**src/hw/rtl/smfe_pkg.sv**
```systemverilog
// Package: constants, result type and character helpers for the splice motif extractor.
package smfe_pkg;

    // Records longer than this get code_valid low from this position on
    localparam logic [7:0] SEQ_LEN = 8'd60;

    // Character history depth and window width in bits
    localparam int HIST_DEPTH = 8;
    localparam int WIN_W      = (HIST_DEPTH + 1) * 8;

    // Base codes, index in ACTGDNSR
    localparam logic [2:0] CODE_A = 3'd0;
    localparam logic [2:0] CODE_C = 3'd1;
    localparam logic [2:0] CODE_T = 3'd2;
    localparam logic [2:0] CODE_G = 3'd3;
    localparam logic [2:0] CODE_D = 3'd4;
    localparam logic [2:0] CODE_N = 3'd5;
    localparam logic [2:0] CODE_S = 3'd6;
    localparam logic [2:0] CODE_R = 3'd7;

    // Motifs, first character in the most significant byte
    localparam logic [71:0] EI_MOTIF_0 = "AAGGTAAGT";
    localparam logic [71:0] EI_MOTIF_1 = "AAGGTGAGT";
    localparam logic [71:0] EI_MOTIF_2 = "CAGGTAAGT";
    localparam logic [71:0] EI_MOTIF_3 = "CAGGTGAGT";
    localparam logic [31:0] IE_MOTIF_0 = "CAGG";
    localparam logic [31:0] IE_MOTIF_1 = "TAGG";
    localparam logic [23:0] STOP_TAA   = "TAA";
    localparam logic [23:0] STOP_TAG   = "TAG";
    localparam logic [23:0] STOP_TGA   = "TGA";

    // Motif flag bit positions
    localparam int FLAG_EI   = 0;
    localparam int FLAG_IE   = 1;
    localparam int FLAG_STOP = 2;

    typedef struct packed {
        logic [2:0] base_code;
        logic       code_valid;
        logic       bad_char;
        logic       record_done;
        logic       exon_intron_seen;
        logic       intron_exon_seen;
        logic       stop_codon_seen;
    } t_smfe_result;

    // Map an ASCII character to its base code; bit 3 set means unknown
    function automatic logic [3:0] encode_char(input logic [7:0] c);
        logic [3:0] res;
        case (c)
            "A":     res = {1'b0, CODE_A};
            "C":     res = {1'b0, CODE_C};
            "T":     res = {1'b0, CODE_T};
            "G":     res = {1'b0, CODE_G};
            "D":     res = {1'b0, CODE_D};
            "N":     res = {1'b0, CODE_N};
            "S":     res = {1'b0, CODE_S};
            "R":     res = {1'b0, CODE_R};
            default: res = {1'b1, CODE_A};
        endcase
        return res;
    endfunction

    // Match motifs that end on the newest character of the window
    function automatic logic [2:0] match_motifs(input logic [WIN_W-1:0] win);
        logic [2:0] hit;
        hit = '0;
        hit[FLAG_EI]   = (win[71:0] == EI_MOTIF_0) || (win[71:0] == EI_MOTIF_1) ||
                         (win[71:0] == EI_MOTIF_2) || (win[71:0] == EI_MOTIF_3);
        hit[FLAG_IE]   = (win[31:0] == IE_MOTIF_0) || (win[31:0] == IE_MOTIF_1);
        hit[FLAG_STOP] = (win[23:0] == STOP_TAA) || (win[23:0] == STOP_TAG) ||
                         (win[23:0] == STOP_TGA);
        return hit;
    endfunction

endpackage

```
**src/hw/rtl/smfe_if.sv**
```systemverilog
// Interfaces: character input channel and feature result channel.
interface smfe_in_if;
    logic       valid;
    logic       ready;
    logic [7:0] seq_char;
    logic       end_of_record;

    modport source (output valid, output seq_char, output end_of_record, input ready);
    modport sink   (input valid, input seq_char, input end_of_record, output ready);
endinterface

interface smfe_out_if;
    logic       valid;
    logic       ready;
    logic [2:0] base_code;
    logic       code_valid;
    logic       bad_char;
    logic       record_done;
    logic       exon_intron_seen;
    logic       intron_exon_seen;
    logic       stop_codon_seen;

    modport source (output valid, output base_code, output code_valid, output bad_char,
                    output record_done, output exon_intron_seen, output intron_exon_seen,
                    output stop_codon_seen, input ready);
    modport sink   (input valid, input base_code, input code_valid, input bad_char,
                    input record_done, input exon_intron_seen, input intron_exon_seen,
                    input stop_codon_seen, output ready);
endinterface

```
**src/hw/rtl/splice_motif_feature_extractor_unit.sv**
```systemverilog
// Top level: splice motif feature extractor with registered result stage.
// An accepted input transaction shows its result on the output in the next cycle.
// Throughput: one character per cycle unless the output stalls; the motif compares
//   run against the 8-character history and the current character.
// Reset (synchronous, active low) empties the output register and clears history,
//   motif flags and position count; no clearing pass is needed.
module splice_motif_feature_extractor_unit
    import smfe_pkg::*;
(
    input  logic        i_clk,
    input  logic        i_rst_n,
    smfe_in_if.sink     i_in_ch,
    smfe_out_if.source  o_out_ch
);

    logic [7:0]     r_hist [HIST_DEPTH];
    logic [7:0]     n_hist [HIST_DEPTH];
    logic [2:0]     r_flags;
    logic [2:0]     n_flags;
    logic [7:0]     r_pos;
    logic [7:0]     n_pos;
    logic           r_out_valid;
    logic           n_out_valid;
    t_smfe_result   r_res;
    t_smfe_result   n_res;

    logic           in_fire;
    logic [WIN_W-1:0] win;
    logic [3:0]     enc;
    logic [2:0]     flags_now;

    // Accept when the result register is empty or drains this cycle
    assign i_in_ch.ready = !r_out_valid || o_out_ch.ready;
    assign in_fire       = i_in_ch.valid && i_in_ch.ready;

    // Build the window: oldest character in the top byte, current in the bottom
    always_comb begin
        for (int k = 0; k < HIST_DEPTH; k++) begin
            win[(k+1)*8 +: 8] = r_hist[k];
        end
        win[7:0] = i_in_ch.seq_char;
    end

    assign enc       = encode_char(i_in_ch.seq_char);
    assign flags_now = r_flags | match_motifs(win);

    // Form the result
    always_comb begin
        n_res.base_code        = enc[2:0];
        n_res.code_valid       = (r_pos < SEQ_LEN);
        n_res.bad_char         = enc[3];
        n_res.record_done      = i_in_ch.end_of_record;
        n_res.exon_intron_seen = i_in_ch.end_of_record && flags_now[FLAG_EI];
        n_res.intron_exon_seen = i_in_ch.end_of_record && flags_now[FLAG_IE];
        n_res.stop_codon_seen  = i_in_ch.end_of_record && flags_now[FLAG_STOP];
    end

    // Advance history, flags and position; clear them at the end of a record
    always_comb begin
        n_hist  = r_hist;
        n_flags = r_flags;
        n_pos   = r_pos;
        if (in_fire) begin
            if (i_in_ch.end_of_record) begin
                for (int k = 0; k < HIST_DEPTH; k++) begin
                    n_hist[k] = '0;
                end
                n_flags = '0;
                n_pos   = '0;
            end else begin
                for (int k = HIST_DEPTH - 1; k > 0; k--) begin
                    n_hist[k] = r_hist[k-1];
                end
                n_hist[0] = i_in_ch.seq_char;
                n_flags   = flags_now;
                if (r_pos != 8'hFF) begin
                    n_pos = r_pos + 8'd1;
                end
            end
        end
    end

    // Hold the result until the sink takes it
    always_comb begin
        n_out_valid = r_out_valid;
        if (in_fire) begin
            n_out_valid = 1'b1;
        end else if (o_out_ch.ready) begin
            n_out_valid = 1'b0;
        end
    end

    always_ff @(posedge i_clk) begin
        if (!i_rst_n) begin
            for (int k = 0; k < HIST_DEPTH; k++) begin
                r_hist[k] <= '0;
            end
            r_flags     <= '0;
            r_pos       <= '0;
            r_out_valid <= 1'b0;
        end else begin
            r_hist      <= n_hist;
            r_flags     <= n_flags;
            r_pos       <= n_pos;
            r_out_valid <= n_out_valid;
        end
    end

    // Result payload register
    always_ff @(posedge i_clk) begin
        if (in_fire) begin
            r_res <= n_res;
        end
    end

    // Drive the output channel
    assign o_out_ch.valid            = r_out_valid;
    assign o_out_ch.base_code        = r_res.base_code;
    assign o_out_ch.code_valid       = r_res.code_valid;
    assign o_out_ch.bad_char         = r_res.bad_char;
    assign o_out_ch.record_done      = r_res.record_done;
    assign o_out_ch.exon_intron_seen = r_res.exon_intron_seen;
    assign o_out_ch.intron_exon_seen = r_res.intron_exon_seen;
    assign o_out_ch.stop_codon_seen  = r_res.stop_codon_seen;

endmodule

```
**src/flat_wrapper.sv**
```systemverilog
// flat-port wrapper written by rule: the top's interface ports become plain ports
module splice_motif_feature_extractor_unit_flat import smfe_pkg::*;
  (i_clk, i_rst_n, i_in_ch_valid, i_in_ch_seq_char, i_in_ch_end_of_record, i_in_ch_ready, o_out_ch_valid, o_out_ch_base_code, o_out_ch_code_valid, o_out_ch_bad_char, o_out_ch_record_done, o_out_ch_exon_intron_seen, o_out_ch_intron_exon_seen, o_out_ch_stop_codon_seen, o_out_ch_ready);
  smfe_in_if i_in_ch_i ();
  smfe_out_if o_out_ch_i ();
  input  logic i_clk;
  input  logic i_rst_n;
  input wire logic [$bits(i_in_ch_i.valid)-1:0] i_in_ch_valid;
  input wire logic [$bits(i_in_ch_i.seq_char)-1:0] i_in_ch_seq_char;
  input wire logic [$bits(i_in_ch_i.end_of_record)-1:0] i_in_ch_end_of_record;
  output wire logic [$bits(i_in_ch_i.ready)-1:0] i_in_ch_ready;
  output wire logic [$bits(o_out_ch_i.valid)-1:0] o_out_ch_valid;
  output wire logic [$bits(o_out_ch_i.base_code)-1:0] o_out_ch_base_code;
  output wire logic [$bits(o_out_ch_i.code_valid)-1:0] o_out_ch_code_valid;
  output wire logic [$bits(o_out_ch_i.bad_char)-1:0] o_out_ch_bad_char;
  output wire logic [$bits(o_out_ch_i.record_done)-1:0] o_out_ch_record_done;
  output wire logic [$bits(o_out_ch_i.exon_intron_seen)-1:0] o_out_ch_exon_intron_seen;
  output wire logic [$bits(o_out_ch_i.intron_exon_seen)-1:0] o_out_ch_intron_exon_seen;
  output wire logic [$bits(o_out_ch_i.stop_codon_seen)-1:0] o_out_ch_stop_codon_seen;
  input wire logic [$bits(o_out_ch_i.ready)-1:0] o_out_ch_ready;
  assign i_in_ch_i.valid = i_in_ch_valid;
  assign i_in_ch_i.seq_char = i_in_ch_seq_char;
  assign i_in_ch_i.end_of_record = i_in_ch_end_of_record;
  assign i_in_ch_ready = i_in_ch_i.ready;
  assign o_out_ch_valid = o_out_ch_i.valid;
  assign o_out_ch_base_code = o_out_ch_i.base_code;
  assign o_out_ch_code_valid = o_out_ch_i.code_valid;
  assign o_out_ch_bad_char = o_out_ch_i.bad_char;
  assign o_out_ch_record_done = o_out_ch_i.record_done;
  assign o_out_ch_exon_intron_seen = o_out_ch_i.exon_intron_seen;
  assign o_out_ch_intron_exon_seen = o_out_ch_i.intron_exon_seen;
  assign o_out_ch_stop_codon_seen = o_out_ch_i.stop_codon_seen;
  assign o_out_ch_i.ready = o_out_ch_ready;
  splice_motif_feature_extractor_unit u_core (.i_clk(i_clk), .i_rst_n(i_rst_n), .i_in_ch(i_in_ch_i), .o_out_ch(o_out_ch_i));
endmodule
```
**config.mk**
```make
export PLATFORM = sky130hd
export DESIGN_NAME = splice_motif_feature_extractor_unit_flat
export DESIGN_NICKNAME = d
export VERILOG_FILES = /design/src/hw/rtl/smfe_pkg.sv /design/src/hw/rtl/smfe_if.sv /design/src/hw/rtl/splice_motif_feature_extractor_unit.sv /design/src/flat_wrapper.sv
export SDC_FILE = /design/constraint.sdc
export NUM_CORES = 1
export LEC_CHECK = 0
export BUFFER_PORTS_ARGS = -buffer_cell sky130_fd_sc_hd__buf_2
export CORE_UTILIZATION = 43
export DETAILED_ROUTE_END_ITERATION = 10
export GPL_ROUTABILITY_DRIVEN = 0
export PLACE_DENSITY = 0.56
export SYNTH_ARGS = -nofsm -noshare
export SYNTH_HDL_FRONTEND = slang
export SYNTH_SLANG_ARGS = --single-unit
```
**constraint.sdc**
```tcl
create_clock -name i_clk -period 2.1 [get_ports i_clk]
set_input_delay 0.105 -clock i_clk [delete_from_list [all_inputs] [get_ports i_clk]]
set_output_delay 0.105 -clock i_clk [all_outputs]
set_load 0.02 [all_outputs]
```
==> qor.yml, run 1 <==
syn_area_per_cell_um2: 8.35
p_seq_share_pct: 53.7
ys_warn_count: 0
post_dp_cell_area_um2: 3770
dpl.hpwl_mm: 5.33
clock_sinks: 84
die-area_um2: 8660
synth_cells: 427
cellLeakagePower_nw: 1.25
relSlewSlack_pct: 68.9
overflow: 0
period_needed_ps: 1960
ctsHoldBuffers: 0
critPathMaxFanout: 3
power_frac_comb_pct: 7.2
skew_ps: 10.1
dr.first_iter.drc_count: 172
dp_slack_ps: 144
grt_start_max_net_pins: 52
cts_setup_buffers: 0
seq_area_frac_synth_pct: 49.7
start_util_pct: 45.2
io_buffer_count: 23
path_delay_family: "simple AND/OR/NAND/NOR gates"
arrival_ps: 2160
routed_via_density: 5.59
final-hold-violation-count: 0
num-fill-cells: 754
required_ps: 2300
outcome: "completed"
grt_pass1_vias: 2845
yosys_most_used_dff: "dfxtp_1"
clockPowerShare_pct: 39.2
drive_gt1_share_pct: 12.5
synth-seq-cells: 84
antenna_cells: 0
drcViolationCount: 0
ir_worst_vdd_v: 0.000380
crit_type: "reg2reg"
critPathLaunchType: "flop"
critPathBufInv: 0
grt_pass1_wl_mm: 13.9
num-nets-final: 449
switchingPower_w: 0.000758
yosysUniqueCellTypes: 44
rsz0062_at_grt: "no"
syn-num-nets: 441
final_cell_mix: "a21oi_1, dfxtp_1, nand2_1, nand3_1, buf_2"
cts_buffers: 9
p_per_area_nw_per_um2: 772
synth_edf_count: 9
clk_latency_ps: 340
synth_area_um2: 3570
cts_root_buf: "clkbuf_8"
slew_violations: 0
drv_cap: 0
crit_path_end_kind: "flop"
floorplan.core_area_um2: 7890
ios: 24
grt_antenna_before_repair: 0
period_share_pct: 93.4
max-clock-path-buffers: 2
worst_slew_pin_slew_ps: 460
syn_to_final_growth_pct: 11.6
worst_path_most_repeated_cell: "or4_4"
grt_util_all_layers_pct: 20.2
die_width_um: 93.1
fmax_mhz: 510
postLayoutCellArea_um2: 3980
route.detailed.wl_per_inst_um: 15.2
clk_pin_slew_ps: 90
std_cell_rows: 32
synthArstFlopShare_pct: 0
antenna_left: 0
cts_tree: "built"
dieHeight_um: 93.1
routed_wl_mm: 8.25
max_stage_delay_ps: 530
swShare_pct: 24.7
fin_ws_ps: 138
slowest_stage: "or4_4"
setup_tns_ps: 0
drt-pass1-iter-count: 4
worstPathCellList: "or3b_1 -> or4_4 -> or4_4 -> o21ai_1"
cts_max_level: 3
hold_path.class: "in2reg"
p_int_w: 0.00231
finalSetupViolCount: 0
cts-resized-gates: 0
num_vias: 3029
==> area by class of cell <==
class / instances / area, um2 / share of cell area, %
clock buffer: 11 / 151 / 3.80
timing repair buffer: 32 / 208 / 5.22
inverter: 6 / 22.5 / 0.566
clock inverter: 5 / 60.1 / 1.51
multi-input combinational: 302 / 1640 / 41.2
tap: 102 / 128 / 3.21
sequential: 84 / 1770 / 44.5
==> synth_stat cells, types with 2 or more instances <==
library cell   n  area share [%]
nand3_1       67             9.4
buf_1          4            0.42
nor3_1         4            0.56
nor2_1         5            0.53
or4_1          5             1.1
a211oi_1       2            0.42
or4_4          2            0.63
a31oi_1        3            0.53
nand4b_1       2            0.49
o21ai_1        6            0.84
a21oi_1       75              11
edfxtp_1       9             7.6
nand4_1        8             1.4
nor3b_1        4            0.84
nand4bb_1      2            0.63
dfxtp_1       75              42
clkbuf_1      30             3.2
nand2b_1       2            0.35
and3b_1        2            0.49
nand3b_1       2            0.42
inv_1          3            0.32
nor4_1         4            0.70
and4_1         3            0.74
o21ai_0        2            0.28
o21a_1         4            0.84
inv_2          3            0.32
nor4bb_1       3            0.84
nor4b_1        6             1.5
nand2_1       70             7.4
o31ai_1        4            0.84
xnor2_1        2            0.49
nor2b_1        2            0.35
==> worst register-to-register path, delay by kind of cell (launching register included) <==
family / cells / cell delay [ps]
DFF: 1 / 350
AOI/OAI and AO/OA: 1 / 150
and+or+nand+nor: 3 / 1320
==> stage by stage <==
step                      utilization (%)  power, W  cells  hold WS [ps]
after floorplan                         -   0.00183    427           204
after global placement               47.8   0.00191    526           384
after detailed placement             47.8   0.00191    526           394
after CTS                            50.5   0.00310    542          20.9
after global routing                 50.5   0.00320    542          34.9
final                                50.5   0.00307    542          31.2
==> layer usage <==
metal  vias up  routed length [um]  GRT usage (%)
li1       1553                   -              -
met1      1431                4160           28.0
met2        37                3790           31.8
met3         8                 211           3.25
met4         0                  88           7.18
met5         -                   0              0
==> worst paths after layout <==
| kind | start | endpoint | slack (ps) | cells after the start |
|---|---|---|---|---|
| worst min-delay path | i_in_ch_valid | u_core.o_out_ch.valid | 30 | 3 |
| worst min register to register | u_core.r_hist[0] | u_core.r_hist[0] | 450 | 2 |
| worst max-delay path | u_core.r_hist[46] | u_core.o_out_ch.exon_intron_seen | 140 | 4 |
| worst max register to register | u_core.r_hist[46] | u_core.o_out_ch.exon_intron_seen | 140 | 4 |
==> state kept, by name, summed over array words and instances (netlist names) <==
register and count:
u_core.o_out_ch.bad_char 1, u_core.o_out_ch.base_code 3, u_core.o_out_ch.code_valid 1, u_core.o_out_ch.exon_intron_seen 1, u_core.o_out_ch.intron_exon_seen 1, u_core.o_out_ch.record_done 1, u_core.o_out_ch.stop_codon_seen 1, u_core.o_out_ch.valid 1
u_core.r_flags 3, u_core.r_hist 63, u_core.r_pos 8
==> kinds of logic (layout without fill, tap and decap cells) <==
family	Yosys count	after routing	share of synthesized area, %
buf+inv	41	54	4.42
flops	84	84	49.7
compound gates	99	99	15.1
fa+ha+maj	1	1	0.351
xor+xnor	3	3	0.737
simple gates	199	199	29.8
==> power by group through the flow <==
stage                     clock, W  combinational [W]  sequential [W]
after detailed placement         0           0.000221         0.00169
after floorplan                  0           0.000136         0.00170
final                      0.00120           0.000220         0.00165
after global routing       0.00131           0.000244         0.00165
after CTS                  0.00123           0.000222         0.00165
after global placement           0           0.000221         0.00169
Note: power is estimated with default switching activity, not from simulation.
==> run 2, diff against run 1 <==
Clock period 2.1 ns to 1.94 ns, I/O delays scaled along.
==> run 2 against run 1 <==
Worst hold slack worse by 12 ps. Routed wire length decreased by 2.3%. Die area stayed put. Clock skew shrank 1.7 ps. First-iteration DRC count grew 24%. Highest routed layer unchanged. Cell count is 1.1% higher. Sequential share of layout area down 0.85 points. Combinational power is 13% higher.
==> qor.yml, run 2 (synthesis gave the netlist of run 1 again) <==
worstPathCellList: "or3b_1 -> or4_4 -> or4_4 -> o21ai_2"
crit_path_end_kind: "flop"
max-clock-path-buffers: 2  # unchanged
antenna_cells: 0  # unchanged
dp_slack_ps: 31.9  # -112 ps
regMostFlops: "u_core.r_hist"
final_cell_mix: "a21oi_1, dfxtp_1, nand2_1, nand3_1, buf_2"
required_ps: 2150  # -150 ps
ir_worst_vdd_v: 0.000443  # +17%
antenna_left: 0  # unchanged
period_share_pct: 94.1  # +0.73 points
largest_reg_flops: 63  # unchanged
setup_tns_ps: 0  # unchanged
relSlewSlack_pct: 57.6  # -11 points
r2r-end: "u_core.o_out_ch.exon_intron_seen"
period_needed_ps: 1830  # -135 ps
dieHeight_um: 93.1  # unchanged
rr_startpoint: "u_core.r_hist[45]"
dr.first_iter.drc_count: 213  # +24%
final-hold-violation-count: 0  # unchanged
clk_pin_slew_ps: 80  # about the same
cts_max_level: 3  # unchanged
grt_util_all_layers_pct: 19.7  # -0.49 points
routed_wl_mm: 8.06  # -2.3%
grt_use_met3_pct: 5.12  # +1.9 points
fmax_mhz: 548  # +7.4%
crit_type: "reg2reg"
layout_commonest_cell: "a21oi_1"
post_dp_cell_area_um2: 3840  # +1.9%
die_width_um: 93.1  # unchanged
syn_to_final_growth_pct: 13.9
cellLeakagePower_nw: 1.30  # +3.8%
num-nets-final: 455  # +1.3%
worst_slew_pin_slew_ps: 636  # +176 ps
critPathLaunch: "u_core.r_hist[45]"
overflow: 0  # unchanged
route.detailed.wl_per_inst_um: 14.7  # -3.4%
postLayoutCellArea_um2: 4060  # +2.0%
hold_path.class: "in2reg"
clk_latency_ps: 350  # about the same
finalSetupViolCount: 0  # unchanged
grt_pass1_vias: 2785  # -2.1%
critPathLaunchType: "flop"
cts_tree: "built"
cts_buffers: 9  # unchanged
drcViolationCount: 0  # unchanged
io_buffer_count: 23  # unchanged
std_cell_rows: 32  # unchanged
arrival_ps: 2030  # -130 ps
outcome: "completed"
start_util_pct: 45.2  # unchanged
cts_root_buf: "clkbuf_8"
drive_gt1_share_pct: 13.7  # +1.2 points
num-fill-cells: 773  # +2.5%
grt_start_max_net_pins: 68  # +31%
grt_use_met2_pct: 31.0  # -0.80 points
r2r_slack_ps: 110  # -20 ps
drt-pass1-iter-count: 4  # unchanged
rr_worst_depth: 4  # unchanged
critPathMaxFanout: 2  # -1
use_met1_pct: 27.2  # -0.77 points
routed_via_density: 5.61  # +0.31%
num_vias: 3072  # +1.4%
cts_setup_buffers: 0  # unchanged
ios: 24  # unchanged
slew_violations: 0  # unchanged
grt_antenna_before_repair: 0  # unchanged
rsz0062_at_grt: "no"
max_stage_delay_ps: 440  # -90 ps
grt_pass1_wl_mm: 13.5  # -2.7%
p_per_area_nw_per_um2: 834  # +8.0%
clock_sinks: 84  # unchanged
dpl.hpwl_mm: 5.20  # -2.6%
top_regs: "u_core.r_hist x63, u_core.r_pos x8"
die-area_um2: 8660  # unchanged
slowest_stage: "or4_4"
fin_ws_ps: 114  # -24.6 ps
drv_cap: 0  # unchanged
worst_path_most_repeated_cell: "or4_4"
endpoint: "u_core.o_out_ch.exon_intron_seen"
floorplan.core_area_um2: 7890  # unchanged
busiest_layer: "met2"
skew_ps: 8.42  # -1.72 ps
[run 2: cell types whose count changed in the layout (fill, tap and decap cells not counted), sizes merged]
cell	change
buf	+6
bufinv	+1
clkbuf	+1
clkinv	-2
clkinvlp	-1
inv	+1
[run 2: power by group]
| group | total (W) | switching [W] | internal, W |
|---|---|---|---|
| clock | 0.00135 | 0.000594 | 0.000760 |
| sequential | 0.00178 | 0.0000108 | 0.00177 |
| combinational | 0.000248 | 0.000177 | 0.0000709 |
[run 2: per-layer routing]
| metal | part of all wire (%) | up-vias |
|---|---|---|
| met3 | 4.7 | 5 |
| met5 | 0 | - |
| met1 | 48 | 1444 |
| li1 | - | 1561 |
| met2 | 47 | 62 |
| met4 | 0.73 | 0 |
[run 2: worst max-delay path, delay by kind of cell, from the launching register on]
kind             cells  cell delay [ps]
AND/OR/NAND/NOR      3             1240
flip-flops           1              310
AO/OA/AOI/OAI        1              140
[run 2: layout make-up]
type                    count  area (um2)  area share (%)
flip-flops and latches     84        1770            43.7
multi-input cells         302        1640            40.5
repair buffers             38         278            6.84
clock buffers              12         145            3.57
well taps                 102         128            3.14
clock inverters             4        71.3            1.76
inverters                   6        22.5           0.555
[run 2: worst min-delay path by stage]
stage	start	to	slack (ps)	depth (start not counted)
final	i_in_ch_valid	u_core.o_out_ch.valid	20	3
after global routing	i_in_ch_valid	u_core.o_out_ch.valid	20	3
after CTS	i_in_ch_valid	u_core.o_out_ch.valid	4	3
after detailed placement	i_in_ch_valid	u_core.o_out_ch.valid	380	3
after global placement	i_in_ch_valid	u_core.o_out_ch.valid	380	3
after floorplan	i_in_ch_end_of_record	u_core.o_out_ch.record_done	200	0
[run 2: per-stage QoR]
step           hold slack (ps)  total power, W  utilization (%)  instances
4_1_cts                   3.68         0.00344             51.4        548
3_3_place_gp               379         0.00207             48.7        532
5_1_grt                   23.8         0.00353             51.5        548
6_report                  19.0         0.00338             51.5        548
3_5_place_dp               385         0.00207             48.7        532
2_1_floorplan              196         0.00198                -        427
[run 2: repair_timing]
| action | 4_1_cts | 5_1_grt |
|---|---|---|
| hold buffers | 0 | 0 |
| resized for setup | 0 | 2 |
| endpoints found under the setup margin | 0 | 1 |
